$ cat src/sv/rxpf_pkg.sv
`default_nettype none

package rxpf_pkg;

    // Default depth of the operator stack.
    localparam int STACK_DEPTH_DEFAULT = 16;

    // Characters with a meaning of their own.
    localparam logic [7:0] CHAR_STAR    = 8'h2A;
    localparam logic [7:0] CHAR_OPEN    = 8'h28;
    localparam logic [7:0] CHAR_CLOSE   = 8'h29;
    localparam logic [7:0] CHAR_CAT     = 8'h2E;
    localparam logic [7:0] CHAR_ALT     = 8'h7C;
    localparam logic [7:0] CHAR_NEWLINE = 8'h0A;
    localparam logic [7:0] CHAR_UPPER_A = 8'h41;
    localparam logic [7:0] CHAR_UPPER_Z = 8'h5A;
    localparam logic [7:0] CHAR_LOWER_A = 8'h61;
    localparam logic [7:0] CHAR_LOWER_Z = 8'h7A;

    // Operator codes held on the stack.
    typedef enum logic [1:0] {
        OP_STAR,
        OP_CAT,
        OP_ALT,
        OP_OPEN
    } op_t;

    // Result status codes.
    typedef enum logic [2:0] {
        ST_SYM,
        ST_TERM,
        ST_ADJ,
        ST_PAREN,
        ST_BAD,
        ST_OVF
    } status_t;

    // Class of an expression character.
    typedef enum logic [2:0] {
        CLS_LETTER,
        CLS_STAR,
        CLS_OPEN,
        CLS_CLOSE,
        CLS_CAT,
        CLS_ALT,
        CLS_BAD
    } sym_class_t;

    // Source of the character placed in a result.
    typedef enum logic [1:0] {
        SEL_HELD,
        SEL_TOP,
        SEL_OPEN,
        SEL_NEWLINE
    } emit_sel_t;

    // Controller states.
    typedef enum logic {
        CTRL_IDLE,
        CTRL_WORK
    } ctrl_state_t;

    // Input transaction payload.
    typedef struct packed {
        logic       command;
        logic [7:0] symbol;
    } in_item_t;

    // Output transaction payload.
    typedef struct packed {
        logic [7:0] out_symbol;
        status_t    status;
        logic       last;
    } out_item_t;

    // Commands from the controller to the datapath.
    typedef struct packed {
        logic      latch;
        logic      push;
        op_t       push_op;
        logic      pop;
        logic      emit;
        emit_sel_t emit_sel;
        status_t   emit_status;
        logic      emit_last;
        logic      clear;
        logic      set_prev;
        logic      clr_prev;
        logic      set_disc;
        logic      clr_disc;
    } dp_cmd_t;

    // Status from the datapath to the controller.
    typedef struct packed {
        logic       is_finish;
        sym_class_t cls;
        logic       discarding;
        logic       prev_blocks;
        logic       empty;
        logic       full;
        logic       open_any;
        op_t        top_op;
        logic       out_free;
    } dp_status_t;

    // Character that an operator code stands for.
    function automatic logic [7:0] op_char(input op_t op);
        logic [7:0] c;
        case (op)
            OP_STAR: c = CHAR_STAR;
            OP_CAT:  c = CHAR_CAT;
            OP_ALT:  c = CHAR_ALT;
            OP_OPEN: c = CHAR_OPEN;
            default: c = CHAR_OPEN;
        endcase
        return c;
    endfunction

    // Sort an expression character into its class.
    function automatic sym_class_t classify(input logic [7:0] c);
        sym_class_t k;
        if ((c >= CHAR_UPPER_A && c <= CHAR_UPPER_Z) ||
            (c >= CHAR_LOWER_A && c <= CHAR_LOWER_Z))
        begin
            k = CLS_LETTER;
        end
        else
        begin
            case (c)
                CHAR_STAR:  k = CLS_STAR;
                CHAR_OPEN:  k = CLS_OPEN;
                CHAR_CLOSE: k = CLS_CLOSE;
                CHAR_CAT:   k = CLS_CAT;
                CHAR_ALT:   k = CLS_ALT;
                default:    k = CLS_BAD;
            endcase
        end
        return k;
    endfunction

endpackage

`default_nettype wire

$ cat src/sv/rxpf_stream_if.sv
`default_nettype none

// Valid/ready channel carrying one payload per transaction.
interface rxpf_stream_if #(
    parameter type payload_t = logic
);
    logic     valid;
    logic     ready;
    payload_t payload;

    modport source (
        output valid,
        output payload,
        input  ready
    );

    modport sink (
        input  valid,
        input  payload,
        output ready
    );
endinterface

`default_nettype wire

$ cat src/sv/rxpf_dp.sv
`default_nettype none

module rxpf_dp #(
    parameter int STACK_DEPTH = rxpf_pkg::STACK_DEPTH_DEFAULT
) (
    input  wire logic                 clk,
    input  wire logic                 rst_n,
    input  wire rxpf_pkg::in_item_t   in_item,
    input  wire rxpf_pkg::dp_cmd_t    cmd,
    output rxpf_pkg::dp_status_t      status,
    input  wire logic                 out_ready,
    output logic                      out_valid,
    output rxpf_pkg::out_item_t       out_item
);

    localparam int AW = $clog2(STACK_DEPTH);
    localparam int CW = $clog2(STACK_DEPTH + 1);
    localparam logic [CW-1:0] DEPTH_C = CW'(STACK_DEPTH);

    // The top of stack lives in top_reg; entries below it live in the memory.
    rxpf_pkg::op_t      stack_mem [STACK_DEPTH];
    rxpf_pkg::op_t      top_reg;
    rxpf_pkg::op_t      rd_reg;
    rxpf_pkg::in_item_t held_reg;
    rxpf_pkg::out_item_t out_item_reg;

    logic [CW-1:0] count_reg, count_next;
    logic [CW-1:0] open_count_reg, open_count_next;
    logic          prev_reg, prev_next;
    logic          disc_reg, disc_next;
    logic          out_valid_reg, out_valid_next;

    logic [CW-1:0] below_top;
    logic [CW-1:0] rd_level;
    logic [AW-1:0] wr_addr;
    logic [AW-1:0] rd_addr;
    logic          wr_en;
    logic [7:0]    emit_symbol;

    // Stack depth and count of open parentheses on it.
    always_comb
    begin
        count_next      = count_reg;
        open_count_next = open_count_reg;
        if (cmd.clear)
        begin
            count_next      = '0;
            open_count_next = '0;
        end
        else if (cmd.push)
        begin
            count_next = count_reg + CW'(1);
            if (cmd.push_op == rxpf_pkg::OP_OPEN)
            begin
                open_count_next = open_count_reg + CW'(1);
            end
        end
        else if (cmd.pop)
        begin
            count_next = count_reg - CW'(1);
            if (top_reg == rxpf_pkg::OP_OPEN)
            begin
                open_count_next = open_count_reg - CW'(1);
            end
        end
    end

    // A push spills the old top into the memory; the read port always
    // prefetches the entry that sits just below the next top.
    assign below_top = count_reg - CW'(1);
    assign rd_level  = count_next - CW'(2);
    assign wr_addr   = below_top[AW-1:0];
    assign rd_addr   = rd_level[AW-1:0];
    assign wr_en     = cmd.push && (count_reg != '0);

    always_ff @(posedge clk)
    begin
        if (wr_en)
        begin
            stack_mem[wr_addr] <= top_reg;
        end
        if (wr_en && (wr_addr == rd_addr))
        begin
            rd_reg <= top_reg;
        end
        else
        begin
            rd_reg <= stack_mem[rd_addr];
        end
    end

    // Top of stack register.
    always_ff @(posedge clk)
    begin
        if (cmd.push)
        begin
            top_reg <= cmd.push_op;
        end
        else if (cmd.pop)
        begin
            top_reg <= rd_reg;
        end
    end

    // Held input transaction.
    always_ff @(posedge clk)
    begin
        if (cmd.latch)
        begin
            held_reg <= in_item;
        end
    end

    // Character placed in the result.
    always_comb
    begin
        case (cmd.emit_sel)
            rxpf_pkg::SEL_HELD:    emit_symbol = held_reg.symbol;
            rxpf_pkg::SEL_TOP:     emit_symbol = rxpf_pkg::op_char(top_reg);
            rxpf_pkg::SEL_OPEN:    emit_symbol = rxpf_pkg::CHAR_OPEN;
            rxpf_pkg::SEL_NEWLINE: emit_symbol = rxpf_pkg::CHAR_NEWLINE;
            default:               emit_symbol = held_reg.symbol;
        endcase
    end

    // Output register payload.
    always_ff @(posedge clk)
    begin
        if (cmd.emit)
        begin
            out_item_reg.out_symbol <= emit_symbol;
            out_item_reg.status     <= cmd.emit_status;
            out_item_reg.last       <= cmd.emit_last;
        end
    end

    // Flags and output valid.
    always_comb
    begin
        prev_next = prev_reg;
        if (cmd.set_prev)
        begin
            prev_next = 1'b1;
        end
        else if (cmd.clr_prev || cmd.clear)
        begin
            prev_next = 1'b0;
        end

        disc_next = disc_reg;
        if (cmd.set_disc)
        begin
            disc_next = 1'b1;
        end
        else if (cmd.clr_disc)
        begin
            disc_next = 1'b0;
        end

        if (cmd.emit)
        begin
            out_valid_next = 1'b1;
        end
        else if (out_ready)
        begin
            out_valid_next = 1'b0;
        end
        else
        begin
            out_valid_next = out_valid_reg;
        end
    end

    always_ff @(posedge clk or negedge rst_n)
    begin
        if (!rst_n)
        begin
            count_reg      <= '0;
            open_count_reg <= '0;
            prev_reg       <= 1'b0;
            disc_reg       <= 1'b0;
            out_valid_reg  <= 1'b0;
        end
        else
        begin
            count_reg      <= count_next;
            open_count_reg <= open_count_next;
            prev_reg       <= prev_next;
            disc_reg       <= disc_next;
            out_valid_reg  <= out_valid_next;
        end
    end

    // Status toward the controller.
    always_comb
    begin
        status.is_finish   = held_reg.command;
        status.cls         = rxpf_pkg::classify(held_reg.symbol);
        status.discarding  = disc_reg;
        status.prev_blocks = prev_reg;
        status.empty       = (count_reg == '0);
        status.full        = (count_reg == DEPTH_C);
        status.open_any    = (open_count_reg != '0);
        status.top_op      = top_reg;
        status.out_free    = !out_valid_reg || out_ready;
    end

    assign out_valid = out_valid_reg;
    assign out_item  = out_item_reg;

    // Open parentheses are a subset of the stack.
    a_open_within_count: assert property (@(posedge clk) disable iff (!rst_n)
        open_count_reg <= count_reg)
        else $error("open paren count exceeds stack count");

    // The stack never grows past its depth.
    a_count_bound: assert property (@(posedge clk) disable iff (!rst_n)
        count_reg <= DEPTH_C)
        else $error("stack count exceeds depth");

    // A result is only written into a free output register.
    a_emit_free: assert property (@(posedge clk) disable iff (!rst_n)
        cmd.emit |-> (!out_valid_reg || out_ready))
        else $error("result overwrites a pending transaction");

    // A pop never hits an empty stack.
    a_pop_nonempty: assert property (@(posedge clk) disable iff (!rst_n)
        cmd.pop |-> (count_reg != '0))
        else $error("pop from empty stack");

    // Clearing empties the stack and drops the adjacency flag.
    a_clear_empties: assert property (@(posedge clk) disable iff (!rst_n)
        cmd.clear |=> (count_reg == '0 && open_count_reg == '0 && !prev_reg))
        else $error("clear left state behind");

endmodule

`default_nettype wire

$ cat src/sv/rxpf_ctrl.sv
`default_nettype none

module rxpf_ctrl (
    input  wire logic                  clk,
    input  wire logic                  rst_n,
    input  wire logic                  in_valid,
    output logic                       in_ready,
    input  wire rxpf_pkg::dp_status_t  status,
    output rxpf_pkg::dp_cmd_t          cmd
);

    rxpf_pkg::ctrl_state_t state_reg, state_next;
    logic                  step_done;
    logic                  want_push;
    rxpf_pkg::op_t         want_op;

    // Next state.
    always_comb
    begin
        state_next = state_reg;
        case (state_reg)
            rxpf_pkg::CTRL_IDLE:
            begin
                if (in_valid)
                begin
                    state_next = rxpf_pkg::CTRL_WORK;
                end
            end
            rxpf_pkg::CTRL_WORK:
            begin
                if (step_done)
                begin
                    state_next = rxpf_pkg::CTRL_IDLE;
                end
            end
            default:
            begin
                state_next = rxpf_pkg::CTRL_IDLE;
            end
        endcase
    end

    always_ff @(posedge clk or negedge rst_n)
    begin
        if (!rst_n)
        begin
            state_reg <= rxpf_pkg::CTRL_IDLE;
        end
        else
        begin
            state_reg <= state_next;
        end
    end

    // Outputs: per cycle, one stack step or one result for the held transaction, stalled while out_free is low.
    always_comb
    begin
        cmd             = '0;
        cmd.push_op     = rxpf_pkg::OP_STAR;
        cmd.emit_sel    = rxpf_pkg::SEL_HELD;
        cmd.emit_status = rxpf_pkg::ST_SYM;
        in_ready        = 1'b0;
        step_done       = 1'b0;
        want_push       = 1'b0;
        want_op         = rxpf_pkg::OP_STAR;

        case (state_reg)
            rxpf_pkg::CTRL_IDLE:
            begin
                in_ready  = 1'b1;
                cmd.latch = in_valid;
            end

            rxpf_pkg::CTRL_WORK:
            begin
                if (status.is_finish)
                begin
                    // Finish: flush, or flag a leftover open paren.
                    if (status.discarding)
                    begin
                        cmd.clear    = 1'b1;
                        cmd.clr_disc = 1'b1;
                        step_done    = 1'b1;
                    end
                    else if (status.out_free)
                    begin
                        if (status.open_any)
                        begin
                            cmd.emit        = 1'b1;
                            cmd.emit_sel    = rxpf_pkg::SEL_OPEN;
                            cmd.emit_status = rxpf_pkg::ST_PAREN;
                            cmd.emit_last   = 1'b1;
                            cmd.clear       = 1'b1;
                            cmd.clr_disc    = 1'b1;
                            step_done       = 1'b1;
                        end
                        else if (!status.empty)
                        begin
                            cmd.pop      = 1'b1;
                            cmd.emit     = 1'b1;
                            cmd.emit_sel = rxpf_pkg::SEL_TOP;
                        end
                        else
                        begin
                            cmd.emit        = 1'b1;
                            cmd.emit_sel    = rxpf_pkg::SEL_NEWLINE;
                            cmd.emit_status = rxpf_pkg::ST_TERM;
                            cmd.emit_last   = 1'b1;
                            cmd.clear       = 1'b1;
                            cmd.clr_disc    = 1'b1;
                            step_done       = 1'b1;
                        end
                    end
                end
                else if (status.discarding)
                begin
                    step_done = 1'b1;
                end
                else
                begin
                    case (status.cls)
                        rxpf_pkg::CLS_LETTER:
                        begin
                            if (status.out_free)
                            begin
                                cmd.emit  = 1'b1;
                                step_done = 1'b1;
                                if (status.prev_blocks)
                                begin
                                    cmd.emit_status = rxpf_pkg::ST_ADJ;
                                    cmd.emit_last   = 1'b1;
                                    cmd.clear       = 1'b1;
                                    cmd.set_disc    = 1'b1;
                                end
                                else
                                begin
                                    cmd.set_prev = 1'b1;
                                end
                            end
                        end
                        rxpf_pkg::CLS_STAR:
                        begin
                            want_push = 1'b1;
                            want_op   = rxpf_pkg::OP_STAR;
                        end
                        rxpf_pkg::CLS_OPEN:
                        begin
                            cmd.clr_prev = 1'b1;
                            want_push    = 1'b1;
                            want_op      = rxpf_pkg::OP_OPEN;
                        end
                        rxpf_pkg::CLS_CAT:
                        begin
                            cmd.clr_prev = 1'b1;
                            if (!status.empty && (status.top_op == rxpf_pkg::OP_STAR ||
                                                  status.top_op == rxpf_pkg::OP_CAT))
                            begin
                                if (status.out_free)
                                begin
                                    cmd.pop      = 1'b1;
                                    cmd.emit     = 1'b1;
                                    cmd.emit_sel = rxpf_pkg::SEL_TOP;
                                end
                            end
                            else
                            begin
                                want_push = 1'b1;
                                want_op   = rxpf_pkg::OP_CAT;
                            end
                        end
                        rxpf_pkg::CLS_ALT:
                        begin
                            cmd.clr_prev = 1'b1;
                            if (!status.empty && status.top_op != rxpf_pkg::OP_OPEN)
                            begin
                                if (status.out_free)
                                begin
                                    cmd.pop      = 1'b1;
                                    cmd.emit     = 1'b1;
                                    cmd.emit_sel = rxpf_pkg::SEL_TOP;
                                end
                            end
                            else
                            begin
                                want_push = 1'b1;
                                want_op   = rxpf_pkg::OP_ALT;
                            end
                        end
                        rxpf_pkg::CLS_CLOSE:
                        begin
                            cmd.clr_prev = 1'b1;
                            if (!status.open_any)
                            begin
                                if (status.out_free)
                                begin
                                    cmd.emit        = 1'b1;
                                    cmd.emit_status = rxpf_pkg::ST_PAREN;
                                    cmd.emit_last   = 1'b1;
                                    cmd.clear       = 1'b1;
                                    cmd.set_disc    = 1'b1;
                                    step_done       = 1'b1;
                                end
                            end
                            else if (status.top_op != rxpf_pkg::OP_OPEN)
                            begin
                                if (status.out_free)
                                begin
                                    cmd.pop      = 1'b1;
                                    cmd.emit     = 1'b1;
                                    cmd.emit_sel = rxpf_pkg::SEL_TOP;
                                end
                            end
                            else
                            begin
                                // Drop the matching open paren.
                                cmd.pop   = 1'b1;
                                step_done = 1'b1;
                            end
                        end
                        default:
                        begin
                            if (status.out_free)
                            begin
                                cmd.emit        = 1'b1;
                                cmd.emit_status = rxpf_pkg::ST_BAD;
                                cmd.emit_last   = 1'b1;
                                cmd.clear       = 1'b1;
                                cmd.set_disc    = 1'b1;
                                step_done       = 1'b1;
                            end
                        end
                    endcase

                    // Push the operator, or report overflow on a full stack.
                    if (want_push)
                    begin
                        if (!status.full)
                        begin
                            cmd.push     = 1'b1;
                            cmd.push_op  = want_op;
                            cmd.set_prev = (want_op == rxpf_pkg::OP_STAR);
                            step_done    = 1'b1;
                        end
                        else if (status.out_free)
                        begin
                            cmd.emit        = 1'b1;
                            cmd.emit_status = rxpf_pkg::ST_OVF;
                            cmd.emit_last   = 1'b1;
                            cmd.clear       = 1'b1;
                            cmd.clr_prev    = 1'b0;
                            cmd.set_disc    = 1'b1;
                            step_done       = 1'b1;
                        end
                    end
                end
            end

            default:
            begin
                step_done = 1'b1;
            end
        endcase
    end

endmodule

`default_nettype wire

$ cat src/sv/regex_infix_to_postfix.sv
// Operation: an accepted input transaction is latched into the held register and the
// controller enters its work state, from which it writes each result into the output
// register; each operator popped by ')', '.', '|' or finish gives a result of its own.
// A transaction is taken only in the idle state; output backpressure stalls the work.
// Reset: clears the stack count, the flags, the controller and the output valid; the
// stack memory keeps its contents and is not reset.
`default_nettype none

module regex_infix_to_postfix #(
    parameter int STACK_DEPTH = rxpf_pkg::STACK_DEPTH_DEFAULT
) (
    input wire logic clk,
    input wire logic rst_n,
    rxpf_stream_if.sink   expr,
    rxpf_stream_if.source postfix
);

    rxpf_pkg::dp_cmd_t    cmd;
    rxpf_pkg::dp_status_t status;
    rxpf_pkg::out_item_t  out_item;
    logic                 in_ready;
    logic                 out_valid;

    // Sequencing of each transaction.
    rxpf_ctrl u_ctrl (
        .clk      (clk),
        .rst_n    (rst_n),
        .in_valid (expr.valid),
        .in_ready (in_ready),
        .status   (status),
        .cmd      (cmd)
    );

    // Operator stack, flags and output register.
    rxpf_dp #(
        .STACK_DEPTH (STACK_DEPTH)
    ) u_dp (
        .clk       (clk),
        .rst_n     (rst_n),
        .in_item   (expr.payload),
        .cmd       (cmd),
        .status    (status),
        .out_ready (postfix.ready),
        .out_valid (out_valid),
        .out_item  (out_item)
    );

    assign expr.ready      = in_ready;
    assign postfix.valid   = out_valid;
    assign postfix.payload = out_item;

endmodule

`default_nettype wire
$ cat src/flat_wrapper.sv
// flat-port wrapper written by rule: the top's interface ports become plain ports
module regex_infix_to_postfix_flat 
#(
    parameter int STACK_DEPTH = rxpf_pkg::STACK_DEPTH_DEFAULT
)
  (clk, rst_n, expr_valid, expr_payload, expr_ready, postfix_valid, postfix_payload, postfix_ready);
  rxpf_stream_if expr_i ();
  rxpf_stream_if postfix_i ();
  input wire logic clk;
  input wire logic rst_n;
  input wire logic [$bits(expr_i.valid)-1:0] expr_valid;
  input wire logic [$bits(expr_i.payload)-1:0] expr_payload;
  output wire logic [$bits(expr_i.ready)-1:0] expr_ready;
  output wire logic [$bits(postfix_i.valid)-1:0] postfix_valid;
  output wire logic [$bits(postfix_i.payload)-1:0] postfix_payload;
  input wire logic [$bits(postfix_i.ready)-1:0] postfix_ready;
  assign expr_i.valid = expr_valid;
  assign expr_i.payload = expr_payload;
  assign expr_ready = expr_i.ready;
  assign postfix_valid = postfix_i.valid;
  assign postfix_payload = postfix_i.payload;
  assign postfix_i.ready = postfix_ready;
  regex_infix_to_postfix #(.STACK_DEPTH(STACK_DEPTH)) u_core (.clk(clk), .rst_n(rst_n), .expr(expr_i), .postfix(postfix_i));
endmodule
$ cat config.mk
export PLATFORM = sky130hd
export DESIGN_NAME = regex_infix_to_postfix_flat
export DESIGN_NICKNAME = d
export VERILOG_FILES = /design/src/sv/rxpf_pkg.sv /design/src/sv/rxpf_stream_if.sv /design/src/sv/rxpf_dp.sv /design/src/sv/rxpf_ctrl.sv /design/src/sv/regex_infix_to_postfix.sv /design/src/flat_wrapper.sv
export SDC_FILE = /design/constraint.sdc
export NUM_CORES = 1
export LEC_CHECK = 0
export BUFFER_PORTS_ARGS = -buffer_cell sky130_fd_sc_hd__buf_4
export CAP_MARGIN = 20
export CORE_ASPECT_RATIO = 1.4
export CORE_MARGIN = 8
export CORE_UTILIZATION = 55
export CTS_CLUSTER_DIAMETER = 100
export DETAILED_ROUTE_END_ITERATION = 12
export PLACE_DENSITY = 0.85
export SLEW_MARGIN = 0
export SYNTH_ARGS = -nofsm -noshare
export SYNTH_HDL_FRONTEND = slang
export SYNTH_HIERARCHICAL = 1
export SYNTH_SLANG_ARGS = --single-unit
$ cat constraint.sdc
create_clock -name clk -period 3.9 [get_ports clk]
set_input_delay 0.39 -clock clk [delete_from_list [all_inputs] [get_ports clk]]
set_output_delay 0.39 -clock clk [all_outputs]
set_load 0.005 [all_outputs]
==> flow_results.xml <==
<?xml version="1.0" encoding="UTF-8"?>
<metrics>
  <group name="status">
    <metric name="outcome" unit="">completed</metric>
  </group>
  <group name="placement">
    <metric name="port_buffers" unit="">7</metric>
    <metric name="preCtsSetupSlack" unit="ns">-0.111</metric>
    <metric name="routabilityCongestion" unit="">0.946</metric>
    <metric name="dpl_cell_area" unit="mm^2">0.00364</metric>
    <metric name="hpwl" unit="mm">5.23</metric>
  </group>
  <group name="clock_tree">
    <metric name="clock-sinks" unit="">62</metric>
    <metric name="ctsHtreeMaxLevel" unit="">3</metric>
    <metric name="cts_made_buffers" unit="">9</metric>
    <metric name="worstSkewPairLatency" unit="ns">0.34</metric>
    <metric name="clk_root_buffer_cell" unit="">clkbuf_8</metric>
    <metric name="path_clk_slew" unit="ns">0.07</metric>
    <metric name="clock_tree.buffer_depth" unit="">2</metric>
    <metric name="cts_tree" unit="">yes</metric>
  </group>
  <group name="route">
    <metric name="initialDrtViolationCount" unit="">189</metric>
    <metric name="drtPass1Iterations" unit="">4</metric>
    <metric name="detail_route.vias_per_cell" unit="">6.17</metric>
    <metric name="num_vias" unit="">2559</metric>
    <metric name="wl_per_cell" unit="um">17.8</metric>
    <metric name="totalWireLength" unit="mm">7.39</metric>
    <metric name="final_antenna_net_count" unit="">0</metric>
    <metric name="route.detailed.drc" unit="">0</metric>
  </group>
  <group name="setup_path">
    <metric name="critPathRequiredTime" unit="ns">4.12</metric>
    <metric name="startpoint_class" unit="">flop</metric>
    <metric name="crit_path_max_fanout" unit="">7</metric>
    <metric name="setup.worst_path.end_class" unit="">flop</metric>
    <metric name="timing.critical_path.slowest_cell_delay" unit="ns">0.52</metric>
    <metric name="critPathKind" unit="">reg2reg</metric>
    <metric name="reg2reg_setup_slack" unit="ns">0.13</metric>
    <metric name="critical-path-top-cell-by-count" unit="">inv_2</metric>
    <metric name="cp_slowest_cell" unit="">or4_4</metric>
    <metric name="crit_path_cell_trace" unit="">nand2b_4 -&gt; or4_4 -&gt; a21boi_0 -&gt; o21a_2 -&gt; or3_4 -&gt; nand2_1 -&gt; a2111o_1 -&gt; inv_2 -&gt; buf_4 -&gt; nor2b_2 -&gt; a22oi_2 -&gt; xnor2_1 -&gt; nand2b_1 -&gt; ha_1 -&gt; inv_2 -&gt; or3_1 -&gt; a21boi_2 -&gt; a2111oi_2</metric>
    <metric name="critical_path_arrival" unit="ns">3.99</metric>
  </group>
  <group name="finish">
    <metric name="insertedDiodeCount" unit="">0</metric>
    <metric name="most-common-layout-cells" unit="">edfxtp_1, nor2_1, buf_4</metric>
    <metric name="final_util" unit="%">64.6</metric>
    <metric name="finish.net_count" unit="">355</metric>
    <metric name="postLayoutCellArea" unit="mm^2">0.00396</metric>
    <metric name="layout_commonest_cell" unit="">edfxtp_1</metric>
    <metric name="num-fill-cells" unit="">477</metric>
    <metric name="area_delta_synth_final" unit="%">15.4</metric>
    <metric name="layout-drive-gt1-share" unit="%">20.7</metric>
    <metric name="largest_register_ff_count" unit="">32</metric>
  </group>
  <group name="hold_path">
    <metric name="hold_path.class" unit="">in2reg</metric>
  </group>
  <group name="grt">
    <metric name="largest_net_degree_at_the_start_of_global_routing" unit="">23</metric>
    <metric name="grt_use_total" unit="%">17.4</metric>
    <metric name="global_route.overflow_total" unit="">0</metric>
    <metric name="vias_in_the_first_global_route" unit="">2584</metric>
    <metric name="first_pass_grt_wire_length" unit="mm">11.9</metric>
    <metric name="grt_antenna_before_repair" unit="">0</metric>
  </group>
  <group name="sta">
    <metric name="maxClockFrequency" unit="GHz">0.265</metric>
    <metric name="final.setup.tns" unit="ns">0</metric>
    <metric name="setup_slack" unit="ns">0.127</metric>
    <metric name="max_slew_margin" unit="%">37.8</metric>
    <metric name="timing_worst_slew_pin_value" unit="ns">0.932</metric>
    <metric name="report.final.hold_viol_count" unit="">0</metric>
    <metric name="finalSetupViolations" unit="">0</metric>
    <metric name="clock_skew" unit="ns">0.00539</metric>
    <metric name="final_max_slew_viol_count" unit="">0</metric>
    <metric name="timing.final.crit_period" unit="ns">3.77</metric>
    <metric name="timing.hold.ws" unit="ns">0.231</metric>
    <metric name="post-route-period-util" unit="%">96.7</metric>
  </group>
  <group name="synth">
    <metric name="syn-cell-area" unit="mm^2">0.00343</metric>
    <metric name="syn-instance-count" unit="">309</metric>
    <metric name="syn_area_per_cell" unit="um^2">11.1</metric>
    <metric name="synth_warnings" unit="">6</metric>
  </group>
  <group name="power_and_ir_drop">
    <metric name="power.ir.vdd_worst" unit="mV">0.328</metric>
    <metric name="pwr_density_cell" unit="mW/mm^2">695</metric>
    <metric name="static-leakage-power" unit="nW">1.56</metric>
  </group>
  <group name="floorplan">
    <metric name="die_area" unit="mm^2">0.00905</metric>
    <metric name="ioPinCount" unit="">8</metric>
    <metric name="die_width" unit="um">82.7</metric>
    <metric name="die_extent_in_y" unit="um">109</metric>
    <metric name="initial_utilization" unit="%">55.9</metric>
    <metric name="floorplan_core_area" unit="mm^2">0.00613</metric>
    <metric name="fp-row-count" unit="">34</metric>
  </group>
  <group name="flow_run">
    <metric name="timing.max_cap.violations" unit="">0</metric>
  </group>
</metrics>
[worst max-delay path: cells and delay by family (launching register included)]
family                   cells  cell delay, ns
adder cells (fa/ha/maj)      1            0.19
AO/OA/AOI/OAI                6            0.86
AND/OR/NAND/NOR              7            1.76
buffers and inverters        3            0.30
flip-flops                   1            0.40
XOR/XNOR                     1            0.15
[metal layers]
layer / vias up / global-route usage [%] / share of wire [%]
met5: - / 0 / 0
met4: 0 / 10.3 / 3.7
met3: 29 / 4.50 / 4.7
met2: 89 / 30.6 / 55
met1: 1251 / 17.8 / 37
li1: 1190 / - / -
[worst paths after layout]
check	start	end	depth (start not counted)
max	u_core/u_dp/held_reg[7]$_DFFE_PP_	flop	18
min	expr_payload	u_core/u_dp/held_reg[0]$_DFFE_PP_	1
max reg2reg	u_core/u_dp/held_reg[7]$_DFFE_PP_	flop	18
min reg2reg	u_core/u_dp/disc_reg$_DFFE_PN0P_	u_core/u_dp/disc_reg$_DFFE_PN0P_	1
max in group asynchronous	rst_n	u_core/u_dp/count_reg[3]$_DFF_PN0_	2
min in group asynchronous	rst_n	u_core/u_dp/count_reg[4]$_DFFE_PN0P_	2
[power by group]
| group | switching, mW | leakage [nW] | internal, mW |
|---|---|---|---|
| Sequential | 0.142 | 0.621 | 0.850 |
| Combinational | 0.650 | 0.846 | 0.539 |
| Clock | 0.269 | 0.0957 | 0.297 |
[stage by stage]
stage	power [mW]	cells
floorplan	1.78	316
global placement	2.03	394
detailed placement	2.07	394
CTS	2.66	412
global route	2.92	415
finish	2.75	415
[area by class of cell]
cell class | count | area [um^2] | area share [%]
clock inverters | 7 | 71.3 | 1.80
inverters | 12 | 45.0 | 1.14
repair buffers | 28 | 213 | 5.38
clock buffers | 9 | 124 | 3.13
well taps | 72 | 90.1 | 2.28
multi-input cells | 225 | 1660 | 42.0
flip-flops and latches | 62 | 1750 | 44.3
[repair_timing]
| action | 4_1_cts | 5_1_grt |
|---|---|---|
| hold buffers | 1 | 0 |
| endpoints found under the setup margin | 2 | 3 |
| gates cloned | 0 | 1 |
| buffers inserted | 1 | 2 |
| resized for setup | 4 | 19 |
| pin swaps | 2 | 8 |
| hold endpoints to repair | 14 | 0 |
Note: power is estimated with default switching activity, not from simulation.
